### src/rtl/trm_pkg.sv
// ----------------------------------------------------------------------------
// trm_pkg: shared types and constants for the touchpad relative motion block
// Holds the field widths, the millimetre divisor and the report mode codes.
// ----------------------------------------------------------------------------
`default_nettype none

package trm_pkg;

   // Fixed widths of the request and response fields.
   localparam int COUNT_BITS       = 4;
   localparam int ID_BITS          = 8;
   localparam int FIELD_COORD_BITS = 16;
   localparam int REL_BITS         = 11;

   // Coordinates come in units of ten micrometres; motion goes out in millimetres.
   localparam int DIVISOR          = 100;
   // Smallest shift with 2**shift >= DIVISOR, used to size the reciprocal.
   localparam int DIV_EXTRA_SHIFT  = 7;

   // Saturation limits of the signed motion fields.
   localparam int REL_POS_LIMIT    = 1023;
   localparam int REL_NEG_LIMIT    = 1024;

   // What the block does with the contacts of the current report.
   typedef enum logic {
      MODE_SEARCH = 1'b0,
      MODE_IGNORE = 1'b1
   } mode_type;

endpackage

`default_nettype wire

### src/rtl/touchpad_relative_motion_core.sv
// ----------------------------------------------------------------------------
// touchpad_relative_motion_core: multi-touch contacts to relative pointer motion
// Tracks one finger across reports and returns its motion in millimetres.
// ----------------------------------------------------------------------------
// Usage:
//   Requests carry one contact each. A report is a run of requests closed by
//   the one with req_last_in_report set; a first request with a contact count
//   of zero is a report on its own and means every finger is lifted.
//   Each report produces exactly one response, holding the tracked finger's
//   motion and the primary button, or all zeros when there is nothing to
//   report (new touch, finger missing, all lifted).
//   Both channels use valid and stall; a transfer happens on a rising edge
//   with valid high and stall low.
//   One request per cycle is accepted while req_stall is low. The path is an
//   input register, the tracking state update, a magnitude register, a
//   reciprocal multiply register and the saturated response register.
//   Stalls: rsp_stall holds the response register; the stages behind it keep
//   filling bubbles first, and req_stall rises only when every stage is full.
//   Reset (synchronous, active high) empties the pipeline and clears the
//   tracking state so the next request starts a fresh report.
// ----------------------------------------------------------------------------
`default_nettype none

module touchpad_relative_motion_core #(
   parameter int COORD_BITS = 16
) (
   input  wire logic                                     clock,
   input  wire logic                                     reset,
   // Request channel.
   input  wire logic                                     req_valid,
   output logic                                          req_stall,
   input  wire logic [trm_pkg::COUNT_BITS-1:0]           req_contact_count,
   input  wire logic [trm_pkg::ID_BITS-1:0]              req_contact_id,
   input  wire logic [trm_pkg::FIELD_COORD_BITS-1:0]     req_contact_x,
   input  wire logic [trm_pkg::FIELD_COORD_BITS-1:0]     req_contact_y,
   input  wire logic                                     req_button_down,
   input  wire logic                                     req_last_in_report,
   // Response channel.
   output logic                                          rsp_valid,
   input  wire logic                                     rsp_stall,
   output logic signed [trm_pkg::REL_BITS-1:0]           rsp_rel_x,
   output logic signed [trm_pkg::REL_BITS-1:0]           rsp_rel_y,
   output logic                                          rsp_primary_pressed
);

   // Quotient width: a COORD_BITS magnitude over the divisor.
   localparam int QW = COORD_BITS - trm_pkg::DIV_EXTRA_SHIFT + 1;
   // Rounded-up reciprocal; exact floor division for every COORD_BITS magnitude.
   localparam logic [COORD_BITS:0] RECIP = (COORD_BITS + 1)'(
      ((64'd1 << (COORD_BITS + trm_pkg::DIV_EXTRA_SHIFT)) + 64'(trm_pkg::DIVISOR - 1))
      / 64'(trm_pkg::DIVISOR));
   localparam int PROD_BITS = 2 * COORD_BITS + 1;

   // ------------------------------------------------------------------------
   // Declarations
   // ------------------------------------------------------------------------
   // Input register.
   logic                               a_valid_ff;
   logic [trm_pkg::COUNT_BITS-1:0]     a_count_ff;
   logic [trm_pkg::ID_BITS-1:0]        a_id_ff;
   logic [COORD_BITS-1:0]              a_x_ff;
   logic [COORD_BITS-1:0]              a_y_ff;
   logic                               a_button_ff;
   logic                               a_last_ff;

   // Tracking state.
   logic                               touching_ff, touching_in;
   logic                               lifted_ff, lifted_in;
   logic [trm_pkg::ID_BITS-1:0]        tracked_id_ff, tracked_id_in;
   logic [COORD_BITS-1:0]              anchor_x_ff, anchor_x_in;
   logic [COORD_BITS-1:0]              anchor_y_ff, anchor_y_in;
   logic                               start_ff, start_in;
   trm_pkg::mode_type                  mode_ff, mode_in;
   logic                               found_ff, found_in;
   logic [COORD_BITS-1:0]              match_x_ff, match_x_in;
   logic [COORD_BITS-1:0]              match_y_ff, match_y_in;

   // Per-request decode.
   logic                               start_zero;
   trm_pkg::mode_type                  mode_eff;
   logic                               found_eff;
   logic                               hit;
   logic                               found_now;
   logic [COORD_BITS-1:0]              mx, my;
   logic [COORD_BITS-1:0]              base_x, base_y;
   logic [COORD_BITS:0]                diff_x, diff_y;
   logic [COORD_BITS:0]                neg_x, neg_y;
   logic                               emit;

   // Magnitude stage.
   logic                               b_valid_ff;
   logic                               b_sign_x_ff, b_sign_x_in;
   logic                               b_sign_y_ff, b_sign_y_in;
   logic [COORD_BITS-1:0]              b_mag_x_ff, b_mag_x_in;
   logic [COORD_BITS-1:0]              b_mag_y_ff, b_mag_y_in;
   logic                               b_button_ff, b_button_in;

   // Quotient stage.
   logic                               c_valid_ff;
   logic                               c_sign_x_ff, c_sign_y_ff;
   logic [QW-1:0]                      c_q_x_ff, c_q_y_ff;
   logic                               c_button_ff;
   logic [PROD_BITS-1:0]               prod_x, prod_y;

   // Response register.
   logic                               rsp_valid_ff;
   logic signed [trm_pkg::REL_BITS-1:0] rel_x_ff, rel_y_ff;
   logic                               button_ff;

   // Handshake chain.
   logic                               out_ready, c_ready, b_ready, a_ready, a_fire;

   // ------------------------------------------------------------------------
   // Stage advance: a stage loads when it is empty or its content moves on.
   // ------------------------------------------------------------------------
   assign out_ready = !rsp_valid_ff || !rsp_stall;
   assign c_ready   = !c_valid_ff || out_ready;
   assign b_ready   = !b_valid_ff || c_ready;
   assign a_ready   = !a_valid_ff || b_ready;
   assign a_fire    = a_valid_ff && b_ready;
   assign req_stall = !a_ready;

   // Input register captures each accepted request.
   always_ff @(posedge clock) begin
      if (reset) begin
         a_valid_ff <= 1'b0;
      end else if (a_ready) begin
         a_valid_ff <= req_valid;
      end
      if (a_ready && req_valid) begin
         a_count_ff  <= req_contact_count;
         a_id_ff     <= req_contact_id;
         a_x_ff      <= COORD_BITS'(req_contact_x);
         a_y_ff      <= COORD_BITS'(req_contact_y);
         a_button_ff <= req_button_down;
         a_last_ff   <= req_last_in_report;
      end
   end

   // ------------------------------------------------------------------------
   // Contact decode: report start handling and the tracked id search.
   // ------------------------------------------------------------------------
   assign start_zero = start_ff && (a_count_ff == '0);
   assign mode_eff   = start_ff ? (touching_ff ? trm_pkg::MODE_SEARCH : trm_pkg::MODE_IGNORE)
                                : mode_ff;
   assign found_eff  = start_ff ? 1'b0 : found_ff;
   assign hit        = !start_zero && (mode_eff == trm_pkg::MODE_SEARCH) && !found_eff
                       && (a_id_ff == tracked_id_ff);
   assign found_now  = found_eff || hit;
   assign mx         = hit ? a_x_ff : match_x_ff;
   assign my         = hit ? a_y_ff : match_y_ff;

   // After a lift the anchor reseeds from the captured contact, giving zero motion.
   assign base_x = lifted_ff ? mx : anchor_x_ff;
   assign base_y = lifted_ff ? my : anchor_y_ff;
   assign diff_x = {1'b0, mx} - {1'b0, base_x};
   assign diff_y = {1'b0, my} - {1'b0, base_y};
   assign neg_x  = -diff_x;
   assign neg_y  = -diff_y;

   // Next tracking state and the magnitude stage payload.
   always_comb begin
      touching_in   = touching_ff;
      lifted_in     = lifted_ff;
      tracked_id_in = tracked_id_ff;
      anchor_x_in   = anchor_x_ff;
      anchor_y_in   = anchor_y_ff;
      start_in      = start_ff;
      mode_in       = mode_ff;
      found_in      = found_ff;
      match_x_in    = match_x_ff;
      match_y_in    = match_y_ff;
      emit          = 1'b0;
      b_sign_x_in   = 1'b0;
      b_sign_y_in   = 1'b0;
      b_mag_x_in    = '0;
      b_mag_y_in    = '0;
      b_button_in   = 1'b0;

      if (start_zero) begin
         // All fingers lifted: a whole report on its own with a zero response.
         touching_in = 1'b0;
         lifted_in   = 1'b1;
         mode_in     = trm_pkg::MODE_SEARCH;
         found_in    = 1'b0;
         emit        = 1'b1;
      end else begin
         // A new touch takes the first contact as the tracked finger.
         if (start_ff) begin
            start_in = 1'b0;
            if (!touching_ff) begin
               touching_in   = 1'b1;
               lifted_in     = 1'b0;
               tracked_id_in = a_id_ff;
               anchor_x_in   = a_x_ff;
               anchor_y_in   = a_y_ff;
            end
         end

         if (a_last_ff) begin
            // Report closes: one response, then back to searching.
            start_in = 1'b1;
            emit     = 1'b1;
            mode_in  = trm_pkg::MODE_SEARCH;
            found_in = 1'b0;
            if (mode_eff == trm_pkg::MODE_SEARCH) begin
               if (!found_now) begin
                  lifted_in = 1'b1;
               end else begin
                  lifted_in   = 1'b0;
                  anchor_x_in = mx;
                  anchor_y_in = my;
                  b_sign_x_in = diff_x[COORD_BITS];
                  b_sign_y_in = diff_y[COORD_BITS];
                  b_mag_x_in  = diff_x[COORD_BITS] ? neg_x[COORD_BITS-1:0]
                                                   : diff_x[COORD_BITS-1:0];
                  b_mag_y_in  = diff_y[COORD_BITS] ? neg_y[COORD_BITS-1:0]
                                                   : diff_y[COORD_BITS-1:0];
                  b_button_in = a_button_ff;
               end
            end
         end else begin
            mode_in    = mode_eff;
            found_in   = found_now;
            match_x_in = mx;
            match_y_in = my;
         end
      end
   end

   // Tracking state advances when the input register hands its request on.
   always_ff @(posedge clock) begin
      if (reset) begin
         touching_ff   <= 1'b0;
         lifted_ff     <= 1'b0;
         tracked_id_ff <= '0;
         anchor_x_ff   <= '0;
         anchor_y_ff   <= '0;
         start_ff      <= 1'b1;
         mode_ff       <= trm_pkg::MODE_SEARCH;
         found_ff      <= 1'b0;
         match_x_ff    <= '0;
         match_y_ff    <= '0;
      end else if (a_fire) begin
         touching_ff   <= touching_in;
         lifted_ff     <= lifted_in;
         tracked_id_ff <= tracked_id_in;
         anchor_x_ff   <= anchor_x_in;
         anchor_y_ff   <= anchor_y_in;
         start_ff      <= start_in;
         mode_ff       <= mode_in;
         found_ff      <= found_in;
         match_x_ff    <= match_x_in;
         match_y_ff    <= match_y_in;
      end
   end

   // Magnitude stage holds sign and absolute delta of a report's response.
   always_ff @(posedge clock) begin
      if (reset) begin
         b_valid_ff <= 1'b0;
      end else if (b_ready) begin
         b_valid_ff <= a_valid_ff && emit;
      end
      if (a_fire) begin
         b_sign_x_ff <= b_sign_x_in;
         b_sign_y_ff <= b_sign_y_in;
         b_mag_x_ff  <= b_mag_x_in;
         b_mag_y_ff  <= b_mag_y_in;
         b_button_ff <= b_button_in;
      end
   end

   // ------------------------------------------------------------------------
   // Division by the divisor: multiply by the rounded-up reciprocal and shift.
   // ------------------------------------------------------------------------
   assign prod_x = {{(COORD_BITS + 1){1'b0}}, b_mag_x_ff} * {{COORD_BITS{1'b0}}, RECIP};
   assign prod_y = {{(COORD_BITS + 1){1'b0}}, b_mag_y_ff} * {{COORD_BITS{1'b0}}, RECIP};

   always_ff @(posedge clock) begin
      if (reset) begin
         c_valid_ff <= 1'b0;
      end else if (c_ready) begin
         c_valid_ff <= b_valid_ff;
      end
      if (c_ready && b_valid_ff) begin
         c_sign_x_ff <= b_sign_x_ff;
         c_sign_y_ff <= b_sign_y_ff;
         c_q_x_ff    <= prod_x[PROD_BITS-1 -: QW];
         c_q_y_ff    <= prod_y[PROD_BITS-1 -: QW];
         c_button_ff <= b_button_ff;
      end
   end

   // Apply the sign and clamp to the signed range of the motion fields.
   function automatic logic [trm_pkg::REL_BITS-1:0] sat_rel(input logic neg,
                                                            input logic [QW-1:0] q);
      logic [31:0] qx;
      qx = 32'(q);
      if (neg) begin
         if (qx > 32'(trm_pkg::REL_NEG_LIMIT)) begin
            sat_rel = trm_pkg::REL_BITS'(-32'(trm_pkg::REL_NEG_LIMIT));
         end else begin
            sat_rel = trm_pkg::REL_BITS'(-qx);
         end
      end else begin
         if (qx > 32'(trm_pkg::REL_POS_LIMIT)) begin
            sat_rel = trm_pkg::REL_BITS'(trm_pkg::REL_POS_LIMIT);
         end else begin
            sat_rel = trm_pkg::REL_BITS'(qx);
         end
      end
   endfunction

   // Response register.
   always_ff @(posedge clock) begin
      if (reset) begin
         rsp_valid_ff <= 1'b0;
      end else if (out_ready) begin
         rsp_valid_ff <= c_valid_ff;
      end
      if (out_ready && c_valid_ff) begin
         rel_x_ff  <= sat_rel(c_sign_x_ff, c_q_x_ff);
         rel_y_ff  <= sat_rel(c_sign_y_ff, c_q_y_ff);
         button_ff <= c_button_ff;
      end
   end

   assign rsp_valid           = rsp_valid_ff;
   assign rsp_rel_x           = rel_x_ff;
   assign rsp_rel_y           = rel_y_ff;
   assign rsp_primary_pressed = button_ff;

   // ------------------------------------------------------------------------
   // Assertions
   // ------------------------------------------------------------------------
   // A captured match only exists inside an open report of a touching finger.
   a_found_needs_touch : assert property (@(posedge clock) disable iff (reset)
      found_ff |-> (touching_ff && !start_ff))
      else $error("match held outside an open report");

   // Ignore mode only lasts for the rest of a report that opened a new touch.
   a_ignore_mid_report : assert property (@(posedge clock) disable iff (reset)
      (mode_ff == trm_pkg::MODE_IGNORE) |-> (touching_ff && !start_ff && !found_ff))
      else $error("ignore mode outside a new-touch report");

   // A closing request always passes a response into the magnitude stage.
   a_close_emits : assert property (@(posedge clock) disable iff (reset)
      (a_fire && (a_last_ff || start_zero)) |=> b_valid_ff)
      else $error("closed report produced no response");

   // A held magnitude stage keeps its payload.
   a_b_holds : assert property (@(posedge clock) disable iff (reset)
      (b_valid_ff && !c_ready) |=> (b_valid_ff && $stable(b_mag_x_ff)
                                    && $stable(b_mag_y_ff)))
      else $error("magnitude stage lost its payload under stall");

endmodule

`default_nettype wire
### config.mk
export PLATFORM = sky130hd
export DESIGN_NAME = touchpad_relative_motion_core
export DESIGN_NICKNAME = d
export VERILOG_FILES = /design/src/rtl/trm_pkg.sv /design/src/rtl/touchpad_relative_motion_core.sv
export SDC_FILE = /design/constraint.sdc
export NUM_CORES = 1
export LEC_CHECK = 0
export ABC_AREA = 1
export BUFFER_PORTS_ARGS = -buffer_cell sky130_fd_sc_hd__buf_4
export CORE_UTILIZATION = 52
export CTS_CLUSTER_DIAMETER = 80
export DETAILED_ROUTE_END_ITERATION = 6
export PLACE_DENSITY = 0.69
export SETUP_SLACK_MARGIN = 0.2
export SYNTH_ARGS = -nofsm -noshare
export SYNTH_HDL_FRONTEND = slang
export SYNTH_SLANG_ARGS = --single-unit
### constraint.sdc
create_clock -name clock -period 15.8 [get_ports clock]
set_clock_uncertainty 0.1 [all_clocks]
set_input_delay 1.58 -clock clock [delete_from_list [all_inputs] [get_ports clock]]
set_output_delay 1.58 -clock clock [all_outputs]
set_load 0.01 [all_outputs]
==> impl_metrics.ini, run 1 <==
[sta]
finalSetupTns_ns = 0
slew_violations = 0
max_slew_margin_pct = 19.4
rsz0062_at_grt = false
hold_viol_final = 0
tightest_slew_ns = 1.21
fin_crit_sh_pct = 35.3
holdWs_ns = 0.336
setup_violations = 0
fmax_mhz = 179
period_minus_slack_ns = 5.58

[routing]
vias_per_cell = 5.14
drcViolationCount = 0
drt_first_pass_iters = 5
wl_mm = 49.2
antenna_left = 0
routedWlPerCell_um = 14.4
first_iter_violations = 900
num_vias = 17537

[global_routing]
grt_use_met2_pct = 40.3
grt_pass1_wl_mm = 83.3
overflow = 0
gr-usage-met3_pct = 2.59
gr-usage-met1_pct = 30.7
track_usage_pct = 23.1
antenna_found_initial = 0
grt_pass1_vias = 17546
grt_max_degree = 67
grt_busiest_layer = met2

[job]
cap_violations = 0

[synth]
synth_cells = 2791
post_synth.cell_area_avg_um2 = 8.02
ys_warn_count = 0
syn-num-nets = 3339
synth.ff_latch_count = 208
syn_area_mm2 = 0.0224
synthArstFlopShare_pct = 0
synth_edf_count = 127
synth_flop_cell = edfxtp_1
seq_area_frac_synth_pct = 24.3
ys_types = 45

[power]
finalPower_uw = 3210
static-leakage-power_uw = 0.0128
peakVddDrop_mv = 0.103
powerDensity_mw_per_mm2 = 132

[worst_setup_path]
worstSetupPathType = reg -> reg
critPathMaxFanout = 5
startpoint_type = register
cp.arrival_ns = 5.78
end_kind = register
crit_required_ns = 16.00

[floorplanning]
dieHeight_um = 210
die_area_mm2 = 0.0439
fp-row-count = 75
initial_utilization_pct = 53.0
num_io_pins = 75
die_x_um = 210
core_area_mm2 = 0.0422

[cells_and_area]
n_antenna_cell = 0
area_delta_synth_final_pct = 8.77
final_common_cell = inv_1
layout.nets = 3399
drive_above_1_share_pct = 7.24
final_cell_mix = inv_1, nand2_1, ha_1

[clock_tree]
clk_latency_ns = 0.57
cts_tree = done
cts_setup_buffers = 0
clk_pin_slew_ns = 0.06
clk_path_buf_depth = 3
clockRootBuffer = clkbuf_16
cts.sink_count = 208
cts_resized = 0
cts_made_buffers = 26
postCtsHoldBufs = 0
h-tree-depth = 1

[placement]
gp_congestion = 0.971
io_buffers = 74
hpwl_mm = 40.5

[worst_hold_path]
hold_class = reg -> reg

[status]
status = completed
==> path summary, 6_finish.rpt <==
path / start / cells past startpoint / slack, ns / endpoint
max: b_mag_x_ff[1] / 19 / 10.22 / c_q_x_ff[1]
min: c_button_ff / 0 / 0.34 / rsp_primary_pressed
max reg2reg: b_mag_x_ff[1] / 19 / 10.22 / c_q_x_ff[1]
min reg2reg: c_button_ff / 0 / 0.34 / rsp_primary_pressed
==> state kept, by name, summed over array words and instances, names as in the netlist, 4 cells and up <==
name and cells:
a_x_ff 16, a_id_ff 8, c_q_y_ff 10, match_y_ff 16
match_x_ff 16, rsp_rel_x 11, b_mag_y_ff 16, c_q_x_ff 10
b_mag_x_ff 16, a_y_ff 16, a_count_ff 4, tracked_id_ff 8
anchor_y_ff 16, rsp_rel_y 11, anchor_x_ff 16
==> synth_stat cells (16+ instances only) <==
cell type,count,area share (%)
nand2_1,552,9.3
nand4_1,19,0.53
a21oi_1,187,4.2
inv_1,622,10
ha_1,302,17
dfxtp_1,81,7.2
fa_1,196,18
nand3_1,90,2.0
nor3_1,16,0.36
mux2_2,23,1.2
o21ai_1,45,1.0
xor2_1,27,1.1
inv_2,28,0.47
nor2_1,185,3.1
clkbuf_1,27,0.45
edfxtp_1,127,17
o21ai_0,131,2.9
==> report_power, final <==
group	switching (uW)	internal (uW)
clock network	242	365
registers	23.6	633
logic	1210	736
==> metal layers <==
layer | up-vias | part of all wire, %
met2 | 362 | 47
met3 | 78 | 4.0
met1 | 8178 | 47
met5 | - | 0
li1 | 8919 | -
met4 | 0 | 2.2
==> cells by family after synthesis <==
kind of cell / Yosys count / share of synthesized area [%]
AO/OA/AOI/OAI: 419 / 10.0
multiplexers: 23 / 1.16
AND/OR/NAND/NOR: 901 / 16.5
buffers and inverters: 701 / 12.1
flip-flops: 208 / 24.3
XOR/XNOR: 41 / 1.60
adder cells (fa/ha/maj): 498 / 34.4
==> through the flow <==
step	cell area [um2]	worst slack, ns	instances	util, %
after floorplan	22400	10.66	2791	-
after global placement	23500	10.32	3362	55.5
after detailed placement	23500	10.26	3362	55.5
after CTS	24400	10.24	3410	57.7
after global routing	24400	9.89	3410	57.7
final	24400	10.22	3410	57.7
==> critical path, stage by stage, from the launching register on <==
cell and delay (ns):
edfxtp_1 0.54, fa_1 0.76, inv_1 0.10, fa_1 0.45
fa_1 0.52, fa_1 0.55, inv_1 0.05, fa_1 0.47
inv_1 0.05, fa_1 0.47, inv_1 0.04, ha_1 0.31
a21oi_1 0.20, o21a_1 0.16, nand2_1 0.07, nand2_1 0.11
nand2_1 0.08, nand2_1 0.06, nand2_1 0.07, xor2_1 0.16
==> area by class of cell <==
| type | instances | area, um2 |
|---|---|---|
| Fill cell | 3875 | 17900 |
| Multi-Input combinational cell | 1882 | 14300 |
| Sequential cell | 208 | 5440 |
| Inverter | 650 | 2440 |
| Clock buffer | 35 | 736 |
| Tap cell | 539 | 674 |
| Timing Repair Buffer | 83 | 623 |
| Clock inverter | 13 | 169 |
Power figures use the tool's default switching activity.
==> run 2: changes to the inputs <==
PLACE_DENSITY = 0.71   (was 0.69)
clock period = 4.45 ns   (was 15.8 ns; I/O delays follow)
==> run 2 against run 1 <==
The flow now finishes with violations (negative setup slack). Via count increased by 8.0%. Sequential power grew to 3.5 times the previous value. Sequential share of layout area fell by 2.5 points. Global-route usage grew 2.0 points. Combinational power rose to 5.3 times the previous value. Highest routed layer unchanged. Worst hold slack got worse by 0.31 ns. Non-clock buffer count grew 278. Flip-flop and latch count did not move. Core utilization rose by 7.3 points.
==> impl_metrics.ini, run 2 (synthesized netlist as in run 1, its figures left out) <==
[status]
status = complete, but fails checks
failed_checks = negative setup slack

[global_routing]
antenna_found_initial = 0
grt_pass1_wl_mm = 90.4
overflow = 0
grt_pass1_vias = 19595
track_usage_pct = 25.1
grt_max_degree = 50

[clock_tree]
clockRootBuffer = clkbuf_16
clk_pin_slew_ns = 0.06
h-tree-depth = 1
clk_latency_ns = 0.55
cts.sink_count = 208
cts_made_buffers = 25
clk_path_buf_depth = 3
cts_tree = done

[routing]
first_iter_violations = 1131
wl_mm = 54.6
drt_first_pass_iters = 6
antenna_left = 0
routedWlPerCell_um = 14.8
vias_per_cell = 5.14
drcViolationCount = 0
num_vias = 18939

[worst_setup_path]
endpoint = c_q_x_ff[9]
startpoint_type = register
crit_required_ns = 4.65
worstSetupPathType = reg -> reg
timing.rr.end = c_q_x_ff[9]
r2r_slack_ns = -0.71
worstRegToRegCells = 16
cp.arrival_ns = 5.36
critPathMaxFanout = 4
end_kind = register
r2r-start = b_mag_x_ff[7]
startpoint = b_mag_x_ff[7]

[worst_hold_path]
hold_class = in -> reg

[sta]
fin_crit_sh_pct = 116
rsz0062_at_grt = true
slew_violations = 0
setup_violations = 20
timing.final.ws_setup_ns = -0.712
period_minus_slack_ns = 5.16
max_slew_margin_pct = 23.1
hold_viol_final = 0
tightest_slew_ns = 1.15
holdWs_ns = 0.0221
fmax_mhz = 194

[placement]
hpwl_mm = 42.3
gp_congestion = 0.924
io_buffers = 74
place_inst = 3550

[power]
finalPower_uw = 14800
powerDensity_mw_per_mm2 = 540
peakVddDrop_mv = 0.460
static-leakage-power_uw = 0.0141

[floorplanning]
initial_utilization_pct = 53.0
dieHeight_um = 210
die_area_mm2 = 0.0439
fp-row-count = 75
num_io_pins = 75
core_area_mm2 = 0.0422
die_x_um = 210

[cells_and_area]
final_cells = 3687
n_antenna_cell = 0
final_common_cell = inv_1
drive_above_1_share_pct = 19.4
area_delta_synth_final_pct = 22.5
postLayoutCoreUtil_pct = 64.9
layout.nets = 3678
final_cell_mix = inv_1, nand2_1, buf_4

[job]
cap_violations = 0
## run 2: repair_timing
item	4_1_cts	5_1_grt
hold buffers	46	0
endpoints found under the hold margin	46	0
gates resized for setup	66	104
pin swaps	34	55
cloned	0	3
endpoints found under the setup margin	23	50
buffers inserted	23	20
## run 2: worst max-delay path: stages (launching register included)
cell	delay (ns)
edfxtp_1	0.40
buf_4	0.16
fa_2	0.61
fa_1	0.47
fa_2	0.59
fa_1	0.44
fa_2	0.37
fa_1	0.56
ha_4	0.23
a21o_1	0.21
a31oi_2	0.17
inv_1	0.09
a21oi_2	0.15
nor2_1	0.06
nor2_1	0.11
nand2_1	0.08
xnor2_1	0.12
## run 2: layout make-up
cell class                 instances  area [um2]
sequential                       208        5440
timing repair buffer             361        2880
inverter                         650        2440
clock buffer                      30         664
tap                              539         674
fill                            3494       14800
timing repair inverter             1        7.51
clock inverter                    15         156
multi-input combinational       1883       15200
## run 2: stage by stage
stage          cell area (um2)  setup slack, ns  TNS [ns]
5_1_grt                  27400           -0.879    -16.08
3_3_place_gp             25100           -0.637    -11.22
4_1_cts                  26900           -0.670    -12.02
3_5_place_dp             25100           -0.729    -12.79
2_1_floorplan            22600           -0.530     -8.78
6_report                 27400           -0.712    -12.48
## run 2: how the worst min path moves through the flow
stage | start | endpoint | slack [ns] | depth (start not counted)
after floorplan | b_button_ff | c_button_ff | 0.30 | 0
after global placement | c_button_ff | rsp_primary_pressed | 0.30 | 0
after detailed placement | c_button_ff | rsp_primary_pressed | 0.31 | 0
after CTS | req_valid | a_valid_ff | 0.004 | 3
after global routing | req_valid | a_valid_ff | 0.02 | 3
final | req_valid | a_valid_ff | 0.02 | 3
## run 2: layer usage
layer	vias to the layer above	track usage (%)	wire length (um)	share of wire, %
met5	-	0	0	0
met4	0	6.59	1360	2.5
met3	88	2.98	2430	4.5
met2	471	45.5	26600	49
met1	8894	31.7	24200	44
li1	9486	-	-	-
## run 2: power by group
group / internal, uW / total [uW] / leakage, uW / switching, uW
combinational: 4680 / 10400 / 0.0118 / 5760
clock: 1190 / 2040 / 0.000402 / 845
sequential: 2250 / 2320 / 0.00187 / 73.4
total: 8120 / 14800 / 0.0141 / 6680
==> run 3: changes to the inputs <==
CELL_PAD_IN_SITES_DETAIL_PLACEMENT = 0   (was default)
CELL_PAD_IN_SITES_GLOBAL_PLACEMENT = 1   (was default)
CORE_UTILIZATION = 44   (was 52)
PLACE_DENSITY = default   (was 0.71)
PLACE_DENSITY_LB_ADDON = 0.1   (was default)
==> run 3 against run 2 <==
Register-to-register slack improved by 0.09 ns. Largest power group unchanged. The flow still finishes with violations (negative setup slack). Clock power barely moved. Count of clock-buffer cells in the layout rose by 9. Final cell count rose by 3.4%. Worst hold slack improved by 0.084 ns. Critical path depth rose by 2. Die area rose by 18%. Sequential share of layout area fell by 0.12 points. Flip-flop and latch count did not move. Core utilization fell by 10 points. Worst setup slack improved by 0.094 ns. Maximum frequency rose by 1.9%.
==> impl_metrics.ini, run 3 (synthesized netlist as in run 1, its figures left out) <==
[status]
status = complete, but fails checks
failed_checks = negative setup slack

[global_routing]
grt_pass1_wl_mm = 90.9
antenna_found_initial = 0
grt_max_degree = 52
track_usage_pct = 22.1
overflow = 0
grt_pass1_vias = 18449

[worst_setup_path]
r2r_slack_ns = -0.62
worst_path_max_delay_cell = fa_2
startpoint_type = register
worstPathCellList = fa_2, inv_2, fa_1, inv_1, fa_1, fa_2, fa_1, inv_1, fa_1, inv_2, ha_4, a21o_1, a21boi_2, o21ai_1, a21oi_2, nand2_1, nand2_1, nand2_1
crit_family = adder cells
slowest_delay_ns = 0.62
worstSetupPathType = reg -> reg
worstPathBufferInverterCount = 4
end_kind = register
critPathMaxFanout = 3
crit_path_frequent_cell = fa_1
crit_required_ns = 4.65
cp.arrival_ns = 5.27

[placement]
place_inst = 3693
gp_congestion = 0.890
io_buffers = 74
hpwl_mm = 45.4

[power]
powerDensity_mw_per_mm2 = 535
finalPower_uw = 14800
peakVddDrop_mv = 0.447
static-leakage-power_uw = 0.0141

[routing]
wl_mm = 56.3
num_vias = 18349
routedWlPerCell_um = 14.8
first_iter_violations = 790
antenna_left = 0
drt_first_pass_iters = 5
drcViolationCount = 0
vias_per_cell = 4.81

[floorplanning]
fp-row-count = 82
die_x_um = 228
num_io_pins = 75
core_area_mm2 = 0.0502
dieHeight_um = 228
initial_utilization_pct = 44.6
die_area_mm2 = 0.0518

[clock_tree]
clk_path_buf_depth = 3
clk_latency_ns = 0.55
h-tree-depth = 1
clockRootBuffer = clkbuf_16
clk_pin_slew_ns = 0.05
cts_made_buffers = 26
cts_tree = done
cts.sink_count = 208

[cells_and_area]
layout.nets = 3668
n_antenna_cell = 0
final_cell_mix = inv_1, nand2_1, buf_4
postLayoutCoreUtil_pct = 55.0
area_delta_synth_final_pct = 23.2
drive_above_1_share_pct = 19.4
final_common_cell = inv_1
fillers = 4691
final_cells = 3812

[sta]
holdWs_ns = 0.106
slew_violations = 0
timing.final.ws_setup_ns = -0.617
fmax_mhz = 197
rsz0062_at_grt = true
fin_crit_sh_pct = 114
period_minus_slack_ns = 5.07
setup_violations = 20
hold_viol_final = 0
tightest_slew_ns = 1.24
max_slew_margin_pct = 17.1

[job]
cap_violations = 0

[worst_hold_path]
hold_class = in -> reg
==> run 3: layout make-up <==
| cell class | instances | area, um2 | area share, % |
|---|---|---|---|
| clock buffers | 39 | 762 | 2.76 |
| repair buffers | 351 | 2840 | 10.3 |
| clock inverters | 9 | 61.3 | 0.222 |
| inverters | 650 | 2440 | 8.86 |
| repair inverters | 1 | 7.51 | 0.0272 |
| well taps | 672 | 841 | 3.05 |
| multi-input cells | 1882 | 15200 | 55.1 |
| flip-flops and latches | 208 | 5440 | 19.7 |
==> run 3: stage by stage <==
step / cell area (um2) / worst slack, ns / setup TNS [ns]
floorplan: 22600 / -0.530 / -8.78
global placement: 25400 / -0.637 / -11.45
detailed placement: 25400 / -0.752 / -12.95
CTS: 27100 / -0.627 / -11.37
global route: 27600 / -0.830 / -15.03
finish: 27600 / -0.617 / -11.27
==> run 3: tightest hold or removal path: cells and delay by family <==
kind            cells  cell delay (ns)
simple gates        1             0.06
compound gates      1             0.11
buf+inv             1             0.09
==> run 3: worst paths after layout <==
kind | from | to | cells past startpoint
setup / recovery | b_mag_y_ff[5] | c_q_y_ff[6] | 18
hold reg to reg | c_button_ff | rsp_primary_pressed | 0
setup reg to reg | b_mag_y_ff[5] | c_q_y_ff[6] | 18
hold / removal | rsp_stall | rsp_valid | 3
==> run 3: routing by layer <==
metal | up-vias | part of all wire [%] | GRT usage, % | wire length (um)
met4 | 0 | 1.8 | 4.76 | 998
li1 | 9469 | - | - | -
met1 | 8545 | 47 | 29.5 | 26500
met3 | 64 | 3.5 | 2.70 | 1990
met2 | 271 | 48 | 38.3 | 26700
met5 | - | 0 | 0 | 0
==> run 3: power breakdown <==
part / total (uW) / leakage [uW] / switching [uW] / internal, uW
logic: 10400 / 0.0118 / 5690 / 4710
registers: 2320 / 0.00187 / 75.5 / 2250
clock network: 2030 / 0.000394 / 844 / 1190
total: 14800 / 0.0141 / 6610 / 8150
==> run 3: what timing repair did <==
| item | CTS | global route |
|---|---|---|
| gates resized for setup | 81 | 106 |
| cloned | 0 | 3 |
| endpoints found under the hold margin | 47 | 0 |
| setup buffers | 15 | 6 |
| setup endpoints to repair | 21 | 48 |
| hold buffers | 47 | 0 |
| pin swaps | 49 | 48 |
